==> src/rtl/sws_pkg.sv <==
`timescale 1ns / 1ps
// ----------------------------------------------------------------------------
// sws_pkg: shared types and constants of the sector wind estimator
// Field widths, sector arithmetic constants, register map and the
// command/status structs between controller and datapath.
// ----------------------------------------------------------------------------
package sws_pkg;

	localparam int unsigned HEADING_W = 9;
	localparam int unsigned SPEED_W   = 16;
	localparam int unsigned TIME_W    = 32;
	localparam int unsigned DIR_W     = 9;

	localparam int unsigned SECTORS = 16;
	localparam int unsigned SEC_W   = $clog2(SECTORS);

	// sector = (4*h + 45) / 90, done as a multiply by ceil(2^20 / 90)
	localparam int unsigned SECT_NUM_W   = HEADING_W + 3;
	localparam int unsigned SECT_RECIP   = 11651;
	localparam int unsigned SECT_RECIP_W = 14;
	localparam int unsigned SECT_SHIFT   = 20;
	localparam int unsigned SECT_PROD_W  = SECT_NUM_W + SECT_RECIP_W;
	localparam int unsigned SECT_BIAS    = 45;

	// direction = (90*index + 45) / 4
	localparam int unsigned DIR_STEP  = 90;
	localparam int unsigned DIR_BIAS  = 45;
	localparam int unsigned DIR_SUM_W = DIR_W + 2;
	localparam int unsigned DIR_LIMIT = 360;

	// opposite sector offset
	localparam int unsigned HALF_TURN = SECTORS / 2;

	// configuration port
	localparam int unsigned APB_DATA_W = 32;
	localparam int unsigned PADDR_W    = 3;
	localparam logic [0:0]  REG_STALE_LIMIT = 1'b0;
	localparam logic [TIME_W-1:0] STALE_RESET = 32'd300000;

	typedef enum logic [3:0] {
		OP_NONE,
		OP_AGE,
		OP_WRITE,
		OP_SCAN,
		OP_AGE_HI,
		OP_AGE_LO,
		OP_EVAL,
		OP_EMIT
	} op_t;

	typedef struct packed {
		logic             load;
		op_t              op;
		logic [SEC_W-1:0] idx;
	} cmd_t;

	typedef struct packed {
		logic out_free;
	} sts_t;

endpackage

==> src/rtl/sws_if.sv <==
`timescale 1ns / 1ps
// ----------------------------------------------------------------------------
// sws_if: request and result channels of the sector wind estimator
// Valid/ready channels carrying one GPS sample and one wind estimate.
// ----------------------------------------------------------------------------
interface sws_sample_if;
	import sws_pkg::*;

	logic                 valid;
	logic                 ready;
	logic [HEADING_W-1:0] heading_deg;
	logic [SPEED_W-1:0]   ground_speed;
	logic [TIME_W-1:0]    time_ms;

	modport source (output valid, output heading_deg, output ground_speed,
		output time_ms, input ready);
	modport sink (input valid, input heading_deg, input ground_speed,
		input time_ms, output ready);
endinterface

interface sws_wind_if;
	import sws_pkg::*;

	logic               valid;
	logic               ready;
	logic [SPEED_W-1:0] wind_speed;
	logic [DIR_W-1:0]   wind_direction_deg;
	logic               wind_valid;
	logic               wind_updated;

	modport source (output valid, output wind_speed, output wind_direction_deg,
		output wind_valid, output wind_updated, input ready);
	modport sink (input valid, input wind_speed, input wind_direction_deg,
		input wind_valid, input wind_updated, output ready);
endinterface

==> src/rtl/sws_ctrl.sv <==
`timescale 1ns / 1ps
// ----------------------------------------------------------------------------
// sws_ctrl: sequencer of the sector wind estimator
// Steps one request through update, sector scan, age checks and result.
// ----------------------------------------------------------------------------
module sws_ctrl (
	input  logic          clk,
	input  logic          arst_n,
	input  logic          in_valid,
	output logic          in_ready,
	output sws_pkg::cmd_t cmd,
	input  sws_pkg::sts_t sts
);
	import sws_pkg::*;

	typedef enum logic [2:0] {
		S_IDLE,
		S_AGE,
		S_WRITE,
		S_SCAN,
		S_AGE_HI,
		S_AGE_LO,
		S_EVAL,
		S_EMIT
	} state_t;

	localparam logic [SEC_W-1:0] LAST_IDX = SEC_W'(SECTORS - 1);

	state_t           state_q;
	logic [SEC_W-1:0] idx_q;

	always_ff @(posedge clk or negedge arst_n) begin
		if (!arst_n) begin
			state_q <= S_IDLE;
			idx_q   <= '0;
		end else begin
			unique case (state_q)
				S_IDLE: begin
					if (in_valid) state_q <= S_AGE;
				end
				S_AGE:   state_q <= S_WRITE;
				S_WRITE: begin
					state_q <= S_SCAN;
					idx_q   <= '0;
				end
				S_SCAN: begin
					if (idx_q == LAST_IDX) state_q <= S_AGE_HI;
					else idx_q <= idx_q + 1'b1;
				end
				S_AGE_HI: state_q <= S_AGE_LO;
				S_AGE_LO: state_q <= S_EVAL;
				S_EVAL:   state_q <= S_EMIT;
				S_EMIT: begin
					if (sts.out_free) state_q <= S_IDLE;
				end
				default: state_q <= S_IDLE;
			endcase
		end
	end

	assign in_ready = (state_q == S_IDLE);

	always_comb begin
		cmd.load = in_valid && in_ready;
		cmd.idx  = idx_q;
		unique case (state_q)
			S_AGE:    cmd.op = OP_AGE;
			S_WRITE:  cmd.op = OP_WRITE;
			S_SCAN:   cmd.op = OP_SCAN;
			S_AGE_HI: cmd.op = OP_AGE_HI;
			S_AGE_LO: cmd.op = OP_AGE_LO;
			S_EVAL:   cmd.op = OP_EVAL;
			S_EMIT:   cmd.op = sts.out_free ? OP_EMIT : OP_NONE;
			default:  cmd.op = OP_NONE;
		endcase
	end

endmodule

==> src/rtl/sws_dp.sv <==
`timescale 1ns / 1ps
// ----------------------------------------------------------------------------
// sws_dp: datapath of the sector wind estimator
// Sector table, single read port, extreme search, wind registers and
// the result register.
// ----------------------------------------------------------------------------
module sws_dp #(
	parameter int unsigned SPEED_BITS = 16
) (
	input  logic                           clk,
	input  logic                           arst_n,
	input  sws_pkg::cmd_t                  cmd,
	output sws_pkg::sts_t                  sts,
	input  logic [sws_pkg::TIME_W-1:0]     stale_limit,
	input  logic [sws_pkg::HEADING_W-1:0]  heading_deg,
	input  logic [sws_pkg::SPEED_W-1:0]    ground_speed,
	input  logic [sws_pkg::TIME_W-1:0]     time_ms,
	input  logic                           out_ready,
	output logic                           out_valid,
	output logic [sws_pkg::SPEED_W-1:0]    wind_speed,
	output logic [sws_pkg::DIR_W-1:0]      wind_direction_deg,
	output logic                           wind_valid,
	output logic                           wind_updated
);
	import sws_pkg::*;

	typedef logic [SPEED_BITS-1:0] spd_t;

	// sector table, cleared by reset
	spd_t              spd_mem_q [SECTORS];
	logic [TIME_W-1:0] tim_mem_q [SECTORS];

	// request registers
	logic [SEC_W-1:0]  sec_q;
	spd_t              spd_q;
	logic [TIME_W-1:0] now_q;

	// working registers
	logic [TIME_W-1:0] age_q;
	spd_t              old_q;
	logic [SEC_W-1:0]  hi_q, lo_q;
	spd_t              hi_spd_q, lo_spd_q;
	logic              found_q;
	logic              hi_stale_q;

	// wind state and result register
	spd_t              wind_spd_q;
	logic [DIR_W-1:0]  wind_dir_q;
	logic              upd_q;
	logic              out_valid_q;
	logic [SPEED_W-1:0] out_spd_q;
	logic [DIR_W-1:0]  out_dir_q;
	logic              out_wv_q;
	logic              out_upd_q;

	logic [SECT_NUM_W-1:0]  sect_num;
	logic [SECT_PROD_W-1:0] sect_prod;
	logic [SEC_W-1:0]       sector;
	logic [SEC_W-1:0]       rd_idx;
	spd_t                   rd_spd;
	logic [TIME_W-1:0]      rd_tim;
	logic [TIME_W-1:0]      rd_age;
	logic [SPEED_BITS:0]    avg_sum;
	logic                   fresh;
	logic [SEC_W-1:0]       opp_diff;
	logic                   opposite;
	logic                   est_ok;
	logic [DIR_SUM_W-1:0]   dir_sum;

	// sector of the incoming heading, exact for every 9-bit heading
	always_comb begin
		sect_num  = {heading_deg, 2'b00} + SECT_NUM_W'(SECT_BIAS);
		sect_prod = SECT_PROD_W'(sect_num) * SECT_PROD_W'(SECT_RECIP);
		sector    = sect_prod[SECT_SHIFT +: SEC_W];
	end

	always_comb begin
		unique case (cmd.op)
			OP_SCAN:   rd_idx = cmd.idx;
			OP_AGE_HI: rd_idx = hi_q;
			OP_AGE_LO: rd_idx = lo_q;
			default:   rd_idx = sec_q;
		endcase
		rd_spd = spd_mem_q[rd_idx];
		rd_tim = tim_mem_q[rd_idx];
		rd_age = now_q - rd_tim;
	end

	assign avg_sum = {1'b0, old_q} + {1'b0, spd_q};
	assign fresh   = (age_q < stale_limit) && (old_q != '0);

	// hi must be within one sector of lo + half a turn
	assign opp_diff = hi_q - lo_q - SEC_W'(HALF_TURN);
	assign opposite = (opp_diff == '0) || (opp_diff == SEC_W'(1)) ||
		(opp_diff == SEC_W'(SECTORS - 1));
	assign est_ok   = found_q && !hi_stale_q && !(age_q > stale_limit) && opposite;
	assign dir_sum  = DIR_SUM_W'(hi_q) * DIR_SUM_W'(DIR_STEP) + DIR_SUM_W'(DIR_BIAS);

	always_ff @(posedge clk) begin
		if (cmd.load) begin
			sec_q <= sector;
			spd_q <= SPEED_BITS'(ground_speed);
			now_q <= time_ms;
		end
		unique case (cmd.op)
			OP_AGE: begin
				age_q <= rd_age;
				old_q <= rd_spd;
			end
			OP_SCAN: begin
				if (cmd.idx == '0) begin
					hi_q     <= '0;
					hi_spd_q <= rd_spd;
					lo_q     <= '0;
					lo_spd_q <= rd_spd;
					found_q  <= (rd_spd != '0);
				end else begin
					if (rd_spd > hi_spd_q) begin
						hi_q     <= cmd.idx;
						hi_spd_q <= rd_spd;
					end
					if ((rd_spd != '0) && (!found_q || rd_spd < lo_spd_q)) begin
						lo_q     <= cmd.idx;
						lo_spd_q <= rd_spd;
						found_q  <= 1'b1;
					end
				end
			end
			OP_AGE_HI: age_q <= rd_age;
			OP_AGE_LO: begin
				hi_stale_q <= (age_q > stale_limit);
				age_q      <= rd_age;
			end
			default: ;
		endcase
	end

	always_ff @(posedge clk or negedge arst_n) begin
		if (!arst_n) begin
			spd_mem_q <= '{default: '0};
			tim_mem_q <= '{default: '0};
		end else if (cmd.op == OP_WRITE) begin
			spd_mem_q[sec_q] <= fresh ? avg_sum[SPEED_BITS:1] : spd_q;
			tim_mem_q[sec_q] <= now_q;
		end
	end

	always_ff @(posedge clk or negedge arst_n) begin
		if (!arst_n) begin
			wind_spd_q <= '0;
			wind_dir_q <= '0;
			upd_q      <= 1'b0;
		end else if (cmd.op == OP_EVAL) begin
			upd_q <= est_ok;
			if (est_ok) begin
				wind_spd_q <= hi_spd_q - lo_spd_q;
				wind_dir_q <= dir_sum[DIR_SUM_W-1:2];
			end
		end
	end

	always_ff @(posedge clk or negedge arst_n) begin
		if (!arst_n) begin
			out_valid_q <= 1'b0;
		end else if (cmd.op == OP_EMIT) begin
			out_valid_q <= 1'b1;
		end else if (out_ready) begin
			out_valid_q <= 1'b0;
		end
	end

	always_ff @(posedge clk) begin
		if (cmd.op == OP_EMIT) begin
			out_spd_q <= SPEED_W'(wind_spd_q);
			out_dir_q <= wind_dir_q;
			out_wv_q  <= (wind_spd_q != '0) || (wind_dir_q != '0);
			out_upd_q <= upd_q;
		end
	end

	assign sts.out_free       = !out_valid_q || out_ready;
	assign out_valid          = out_valid_q;
	assign wind_speed         = out_spd_q;
	assign wind_direction_deg = out_dir_q;
	assign wind_valid         = out_wv_q;
	assign wind_updated       = out_upd_q;

endmodule

==> src/rtl/sector_wind_estimator.sv <==
`timescale 1ns / 1ps
// Each request carries one GPS fix (heading, ground speed, millisecond time)
// and yields exactly one result with the current wind estimate. A request is
// accepted, its heading's sector is read and updated, the sector table is
// scanned through its single read port for the fastest and the slowest
// nonzero sector, their ages are read, the estimate is evaluated and the
// result register is loaded; only then is the next request accepted. While a
// result waits to be taken the block goes on and accepts the next request,
// and holds that one at its last step until the result register frees up.
// The stale limit register sits at byte address 0 of the APB port, resets to
// 300000 ms and should only be written while no request is in flight.
// ----------------------------------------------------------------------------
// sector_wind_estimator: wind estimate from GPS heading and ground speed
// Top level: APB register, sequencer and sector datapath.
// ----------------------------------------------------------------------------
module sector_wind_estimator #(
	parameter int unsigned SPEED_BITS = 16
) (
	input  logic                              clk,
	input  logic                              arst_n,
	sws_sample_if.sink                        sample,
	sws_wind_if.source                        wind,
	input  logic                              psel,
	input  logic                              penable,
	input  logic                              pwrite,
	input  logic [sws_pkg::PADDR_W-1:0]       paddr,
	input  logic [sws_pkg::APB_DATA_W-1:0]    pwdata,
	output logic [sws_pkg::APB_DATA_W-1:0]    prdata,
	output logic                              pready
);
	import sws_pkg::*;

	logic [TIME_W-1:0] stale_limit_q;
	logic              reg_sel;
	logic              reg_wr;
	cmd_t              cmd;
	sts_t              sts;

	// register index is the word address; byte lanes are ignored
	assign reg_sel = (paddr[PADDR_W-1:2] == REG_STALE_LIMIT);
	assign pready  = 1'b1;
	assign reg_wr  = psel && penable && pwrite && pready && reg_sel;

	always_ff @(posedge clk or negedge arst_n) begin
		if (!arst_n) begin
			stale_limit_q <= STALE_RESET;
		end else if (reg_wr) begin
			stale_limit_q <= TIME_W'(pwdata);
		end
	end

	// reads outside the map return zero
	assign prdata = reg_sel ? APB_DATA_W'(stale_limit_q) : '0;

	sws_ctrl u_ctrl (
		.clk      (clk),
		.arst_n   (arst_n),
		.in_valid (sample.valid),
		.in_ready (sample.ready),
		.cmd      (cmd),
		.sts      (sts)
	);

	sws_dp #(
		.SPEED_BITS (SPEED_BITS)
	) u_dp (
		.clk                (clk),
		.arst_n             (arst_n),
		.cmd                (cmd),
		.sts                (sts),
		.stale_limit        (stale_limit_q),
		.heading_deg        (sample.heading_deg),
		.ground_speed       (sample.ground_speed),
		.time_ms            (sample.time_ms),
		.out_ready          (wind.ready),
		.out_valid          (wind.valid),
		.wind_speed         (wind.wind_speed),
		.wind_direction_deg (wind.wind_direction_deg),
		.wind_valid         (wind.wind_valid),
		.wind_updated       (wind.wind_updated)
	);

endmodule

==> src/flat_wrapper.sv <==
// flat-port wrapper written by rule: the top's interface ports become plain ports
module sector_wind_estimator_flat import sws_pkg::*;
#(
	parameter int unsigned SPEED_BITS = 16
)
  (clk, arst_n, psel, penable, pwrite, paddr, pwdata, prdata, pready, sample_valid, sample_heading_deg, sample_ground_speed, sample_time_ms, sample_ready, wind_valid, wind_wind_speed, wind_wind_direction_deg, wind_wind_valid, wind_wind_updated, wind_ready);
  sws_sample_if sample_i ();
  sws_wind_if wind_i ();
  input  logic clk;
  input  logic arst_n;
  input  logic psel;
  input  logic penable;
  input  logic pwrite;
  input  logic [sws_pkg::PADDR_W-1:0] paddr;
  input  logic [sws_pkg::APB_DATA_W-1:0] pwdata;
  output logic [sws_pkg::APB_DATA_W-1:0] prdata;
  output logic pready;
  input wire logic [$bits(sample_i.valid)-1:0] sample_valid;
  input wire logic [$bits(sample_i.heading_deg)-1:0] sample_heading_deg;
  input wire logic [$bits(sample_i.ground_speed)-1:0] sample_ground_speed;
  input wire logic [$bits(sample_i.time_ms)-1:0] sample_time_ms;
  output wire logic [$bits(sample_i.ready)-1:0] sample_ready;
  output wire logic [$bits(wind_i.valid)-1:0] wind_valid;
  output wire logic [$bits(wind_i.wind_speed)-1:0] wind_wind_speed;
  output wire logic [$bits(wind_i.wind_direction_deg)-1:0] wind_wind_direction_deg;
  output wire logic [$bits(wind_i.wind_valid)-1:0] wind_wind_valid;
  output wire logic [$bits(wind_i.wind_updated)-1:0] wind_wind_updated;
  input wire logic [$bits(wind_i.ready)-1:0] wind_ready;
  assign sample_i.valid = sample_valid;
  assign sample_i.heading_deg = sample_heading_deg;
  assign sample_i.ground_speed = sample_ground_speed;
  assign sample_i.time_ms = sample_time_ms;
  assign sample_ready = sample_i.ready;
  assign wind_valid = wind_i.valid;
  assign wind_wind_speed = wind_i.wind_speed;
  assign wind_wind_direction_deg = wind_i.wind_direction_deg;
  assign wind_wind_valid = wind_i.wind_valid;
  assign wind_wind_updated = wind_i.wind_updated;
  assign wind_i.ready = wind_ready;
  sector_wind_estimator #(.SPEED_BITS(SPEED_BITS)) u_core (.clk(clk), .arst_n(arst_n), .sample(sample_i), .wind(wind_i), .psel(psel), .penable(penable), .pwrite(pwrite), .paddr(paddr), .pwdata(pwdata), .prdata(prdata), .pready(pready));
endmodule
==> config.mk <==
export PLATFORM = sky130hd
export DESIGN_NAME = sector_wind_estimator_flat
export DESIGN_NICKNAME = d
export VERILOG_FILES = /design/src/rtl/sws_pkg.sv /design/src/rtl/sws_if.sv /design/src/rtl/sws_ctrl.sv /design/src/rtl/sws_dp.sv /design/src/rtl/sector_wind_estimator.sv /design/src/flat_wrapper.sv
export SDC_FILE = /design/constraint.sdc
export NUM_CORES = 2
export LEC_CHECK = 0
export BUFFER_PORTS_ARGS = -buffer_cell sky130_fd_sc_hd__buf_2
export CAP_MARGIN = 20
export CORE_UTILIZATION = 43
export DETAILED_ROUTE_END_ITERATION = 8
export HOLD_SLACK_MARGIN = 0.1
export PLACE_DENSITY = 0.65
export SYNTH_ARGS = -nofsm -noshare
export SYNTH_HDL_FRONTEND = slang
export SYNTH_HIERARCHICAL = 1
export SYNTH_SLANG_ARGS = --single-unit
export TNS_END_PERCENT = 30
==> constraint.sdc <==
create_clock -name clk -period 5.7 [get_ports clk]
set_clock_uncertainty 0.15 [all_clocks]
set_input_delay 0.855 -clock clk [delete_from_list [all_inputs] [get_ports clk]]
set_output_delay 0.855 -clock clk [all_outputs]
set_load 0.1 [all_outputs]
Word-level counts from Yosys, hierarchy flattened:

Cells that the tools add are included.

* word-level logic and storage cells: 164
* output and inout port bits: 62
* register bits after elaboration: 1003

* $add $sub $neg: 8
* bitwise gates (word level): 3
* equality and inequality tests: 21
* magnitude comparators: 7
* multiplexer cells: 33
* multipliers: 2
* reduce and logical (&&, ||, !) cells: 36

Operator list (number)
* $bwmux W512: 1
* $bwmux W256: 1
* $bmux W32 S4: 1
* $demux W32 S4: 1
* $mux W16: 8
* $mux W32: 4
* $bmux W16 S4: 1
* $demux W16 S4: 1
* $reduce_bool A16 Y1: 3
* $gt A32 B32 Y1: 1
* $lt A32 B32 Y1: 1
* $sub A32 B32 Y32: 1
* $eq A3 B3 Y1 const B: 8
* $mul A12 B14 Y24 const B: 1
* $pmux W3 S8: 1
* $pmux W3 S7: 1
* $add A16 B16 Y17: 1
* $gt A16 B16 Y1: 1
* $lt A16 B16 Y1: 1
* $sub A16 B16 Y16: 1
* $add A11 B6 Y12 const B: 1
* $eq A3 B2 Y1 const B: 4
* $mux W3: 4
* $mux W4: 3
* other kinds (26): 59

Depth between registers and ports, before layout:

* depth after elaboration: 15
* mapped depth: 29
* mapped depth without buffers: 26

Cells and area by module:

The synthesis kept the hierarchy.

By module, submodules not included
* sws_dp: instances 1, cells an instance 5087, area an instance 49099.6 sq um
* sector_wind_estimator: instances 1, cells an instance 105, area an instance 1564.0 sq um
* sws_ctrl: instances 1, cells an instance 47, area an instance 446.7 sq um

Worst setup path after synthesis:

OpenSTA, ideal clock, no wires.

* path kind: register to register
* start point: reg u_core.u_dp.out_valid_q (netlist: u_core/u_dp/out_valid)
* end point: reg u_core.u_dp.age_q[30] (data pin)
* cell stages (with the launch flop): 27
* buffers on the path: 5
* arrival time: 6.003 ns
* required time: 5.283 ns
* path slack: -0.720 ns
* period minus slack after synthesis: 6.420 ns
* cell sequence: dfrtp_1 > nand2b_1 > nor2b_1 > a21oi_1 > nand2b_1 > nor3_1 > o32a_1 > buf_6 > buf_4 > buf_2 > clkbuf_1 > clkbuf_1 > nand3_1 > a311oi_1 > a31oi_1 > ha_1 > fa_1 > nor2b_1 > o21ai_0 > a21boi_0 > o211a_1 > o41ai_1 > o21ai_0 > a221oi_1 > o21ai_0 > mux2i_1 > o211ai_1

RTL lines
* start: declaration: RTL line sws_dp.sv:50 `logic out_valid_q;`
* start signal: assignment: RTL line sws_dp.sv:164 `out_valid_q <= 1'b0;`
* start signal: assignment: RTL line sws_dp.sv:166 `out_valid_q <= 1'b1;`
* start signal: assignment: RTL line sws_dp.sv:168 `out_valid_q <= 1'b0;`
* end signal: assignment: RTL line sws_dp.sv:107 `age_q <= rd_age;`
* end signal: assignment: RTL line sws_dp.sv:129 `OP_AGE_HI: age_q <= rd_age;`
* end signal: assignment: RTL line sws_dp.sv:132 `age_q <= rd_age;`
* end: declaration: RTL line sws_dp.sv:39 `logic [TIME_W-1:0] age_q;`

==> results.yml <==
power:
  ir_drop_mv: 0.3393
  powerDensity_nw_per_um2: 615.4
  leakage_nw: 28.69
cts:
  cts-root-buf: "clkbuf_16"
  clk_pin_slew_ps: 60
  htree_levels: 3
  clock-sinks: 1003
  numCtsBuffers: 105
  clk_latency_ps: 700
  cts_buffer_depth: 3
  cts_tree: "built"
placement:
  port-buffer-count: 157
  gp_congestion: 0.8701
  dpl.cell_count: 6999
  dpl_cell_area_um2: 56140
  dpl.hpwl_um: 90960
setup_path:
  cpPeakStageDelay_ps: 390
  path_class: "register to register"
  critPathSlowestCell: "a221o_1"
  required_ps: 5960
  critical_path_arrival_ps: 5890
  crit_family: "compound AO/OA/AOI/OAI gates"
  endpoint_kind: "register"
  startpoint_type: "register"
  timing.critical_path.buf_inv: 6
  worstPathMaxFanout: 25
  cpMostUsedCell: "buf_4"
yosys:
  async_reset_ff_frac: 0.8315
  synth_common_cells: "nand2_1, dfrtp_1, mux2_2"
  synth_edf_count: 169
  synth_top_area_share: 0.4044
  synth_top_cells_by_area: "dfrtp_1, nand2_1, edfxtp_1, mux2_2, ha_1"
  synth.cell_area_um2: 51110
  yosys_most_used_dff: "dfrtp_1"
  synth_cell_types: 90
  synthMostInstantiatedCell: "nand2_1"
  synth-seq-cells: 1003
  syn_avg_cell_area_um2: 9.756
  yosysTopAreaCell: "dfrtp_1"
  syn-num-nets: 5580
  yosysWarnings: 6
  synth_seq_area_share: 0.5078
  synthCells: 5239
worst_hold_path:
  hold_path.class: "input pin to register"
detailed_routing:
  dr_total_vias: 39270
  vias_per_cell: 5.439
  dr.pass1.iters: 5
  remaining_drc_errors: 0
  ant_nets: 0
  drtIter0Drc: 3436
  finalWirelength_um: 142500
  wl_per_cell_um: 19.73
finish:
  utilization: 0.5124
  final_cell_area_um2: 60430
  fillerInstances: 10580
  nets: 5936
  drive_gt1_frac: 0.2105
  layout.cells.non_filler: 7220
  area_delta_synth_final_pct: 18.23
floorplanning:
  fp.dieW_um: 346.8
  pin_count: 161
  std_cell_rows: 126
  core_region_area_um2: 117900
  die_height_um: 346.8
  die_area_um2: 120200
  start_util: 0.4334
sta:
  setup_viol: 0
  fin_crit_sh: 0.9885
  worst_pin_slew_ps: 1132
  maxSlewViolCount: 0
  final-hold-violation-count: 0
  rsz0062_at_grt: "true"
  period_minus_slack_ps: 5634
  maxSlewHeadroom: 0.2428
  hold-worst-slack_ps: 180.9
  setup_tns_ps: 0
  fmax_ghz: 0.1775
global_routing:
  gr-total-overflow: 0
  grt_pass1_vias: 38460
  grt_start_max_net_pins: 134
  antenna_found_initial: 2
  grt.total_usage: 0.2342
  grt_pass1_wl_um: 222300
run_status:
  status: "completed"
job:
  maxCapViolCount: 0
==> path summary, 6_finish.rpt <==
kind	startpoint	endpoint	slack, ps	depth (start not counted)
max	u_core/u_dp/out_valid	u_core/u_dp/lo_spd_q[10]	70	25
min	sample_time_ms[7]	u_core/u_dp/now_q[7]	180	1
max reg2reg	u_core/u_dp/out_valid	u_core/u_dp/lo_spd_q[10]	70	25
min reg2reg	u_core/u_dp/tim_mem_q[431]	u_core/u_dp/tim_mem_q[431]	310	2
max in group asynchronous	arst_n	u_core/u_dp/tim_mem_q[245]	3390	3
min in group asynchronous	arst_n	u_core/stale_limit_q[14]	670	2
==> cell usage in the layout, fill, tap and decap left out, types with 25 or more instances in the layout <==
cell type,synthesis,final
mux2_2,274,274
mux2_4,30,30
xnor2_1,65,62
nor2b_1,51,49
nand2_1,1605,1596
o31ai_1,31,29
a21oi_1,153,150
edfxtp_1,169,169
buf_4,31,372
mux2i_1,123,123
nand3_1,149,147
o21ai_0,223,213
dfrtp_1,826,825
buf_12,0,37
inv_1,190,185
and3_1,112,111
clkbuf_1,238,25
a311oi_1,92,82
fa_1,36,35
nor3_1,33,27
buf_2,47,156
a31oi_1,44,42
clkbuf_16,0,117
a21o_1,34,34
nor2_1,172,155
ha_1,206,200
==> cells by family (layout without fill, tap and decap cells) <==
group | after synthesis | after routing | share of synthesized area
multiplexers | 427 | 427 | 0.09327
adder cells (fa/ha/maj) | 242 | 242 | 0.06453
AO/OA/AOI/OAI | 729 | 729 | 0.09244
flip-flops | 1003 | 1003 | 0.5078
other | 2 | 3 | 0.0001469
AND/OR/NAND/NOR | 2223 | 2223 | 0.1828
XOR/XNOR | 81 | 81 | 0.01388
buffers and inverters | 532 | 976 | 0.04507
==> final cells by class <==
| cell class | instances | area, µm² | share of cell area |
|---|---|---|---|
| repair buffers | 591 | 4777 | 0.07905 |
| well taps | 1536 | 1922 | 0.03180 |
| clock inverters | 36 | 391.6 | 0.006481 |
| diodes | 1 | 2.502 | 0.00004141 |
| multi-input cells | 3704 | 23480 | 0.3886 |
| clock buffers | 159 | 3182 | 0.05265 |
| inverters | 190 | 716.9 | 0.01186 |
| flip-flops and latches | 1003 | 25960 | 0.4295 |
==> where the power goes <==
| part | internal, mW | switching (mW) |
|---|---|---|
| clock | 4.16 | 2.88 |
| combinational | 8.12 | 10.4 |
| sequential | 10.2 | 1.45 |
| total | 22.5 | 14.7 |
==> metal layers <==
metal,up-vias,wire (µm),GRT usage
met2,1191,66070,0.3796
met4,0,3382,0.06953
li1,18520,-,-
met3,222,8712,0.02689
met5,-,0,0
met1,19340,64320,0.3294
==> timing repair <==
item,in CTS,in global routing
endpoints found under the setup margin,31,59
buffers inserted,2,17
gates resized for setup,3,76
endpoints found under the hold margin,1,0
pin swaps,2,29
cloned,0,6
hold buffers,1,0
==> metrics by stage <==
step	setup slack, ps	total power, mW
after CTS	2.339	36.42
after global routing	-169.5	39.71
after detailed placement	-764.4	29.22
after global placement	-767.5	28.80
final	65.65	37.19
after floorplan	-115.7	22.49
==> registers in the layout (all words and copies together), names as in the netlist, 9 cells and up <==
register / count
u_core/stale_limit_q: 32
u_core/u_dp/age_q: 32
u_core/u_dp/hi_spd_q: 16
u_core/u_dp/lo_spd_q: 16
u_core/u_dp/now_q: 32
u_core/u_dp/old_q: 16
u_core/u_dp/spd_mem_q: 256
u_core/u_dp/spd_q: 16
u_core/u_dp/tim_mem_q: 512
u_core/u_dp/wind_dir_q: 9
u_core/u_dp/wind_direction_deg: 9
u_core/u_dp/wind_spd_q: 16
u_core/u_dp/wind_speed: 16
==> worst register-to-register path, stage by stage, from the launching register on <==
cell	delay, ps
dfrtp_2	370
nand2b_4	80
nor2b_4	180
a21oi_4	110
buf_4	150
nand2b_2	220
nor3_1	360
o32a_4	260
buf_4	180
buf_12	220
buf_4	340
mux2i_1	270
o311ai_2	120
buf_4	160
nor2_2	180
ha_1	280
a21o_1	160
a21o_1	190
a21oi_2	200
nand3_1	90
nand2_1	80
a41oi_1	70
a221o_1	400
a22oi_1	140
o21a_2	230
clkbuf_16	190
Note: power is estimated with default switching activity, not from simulation.
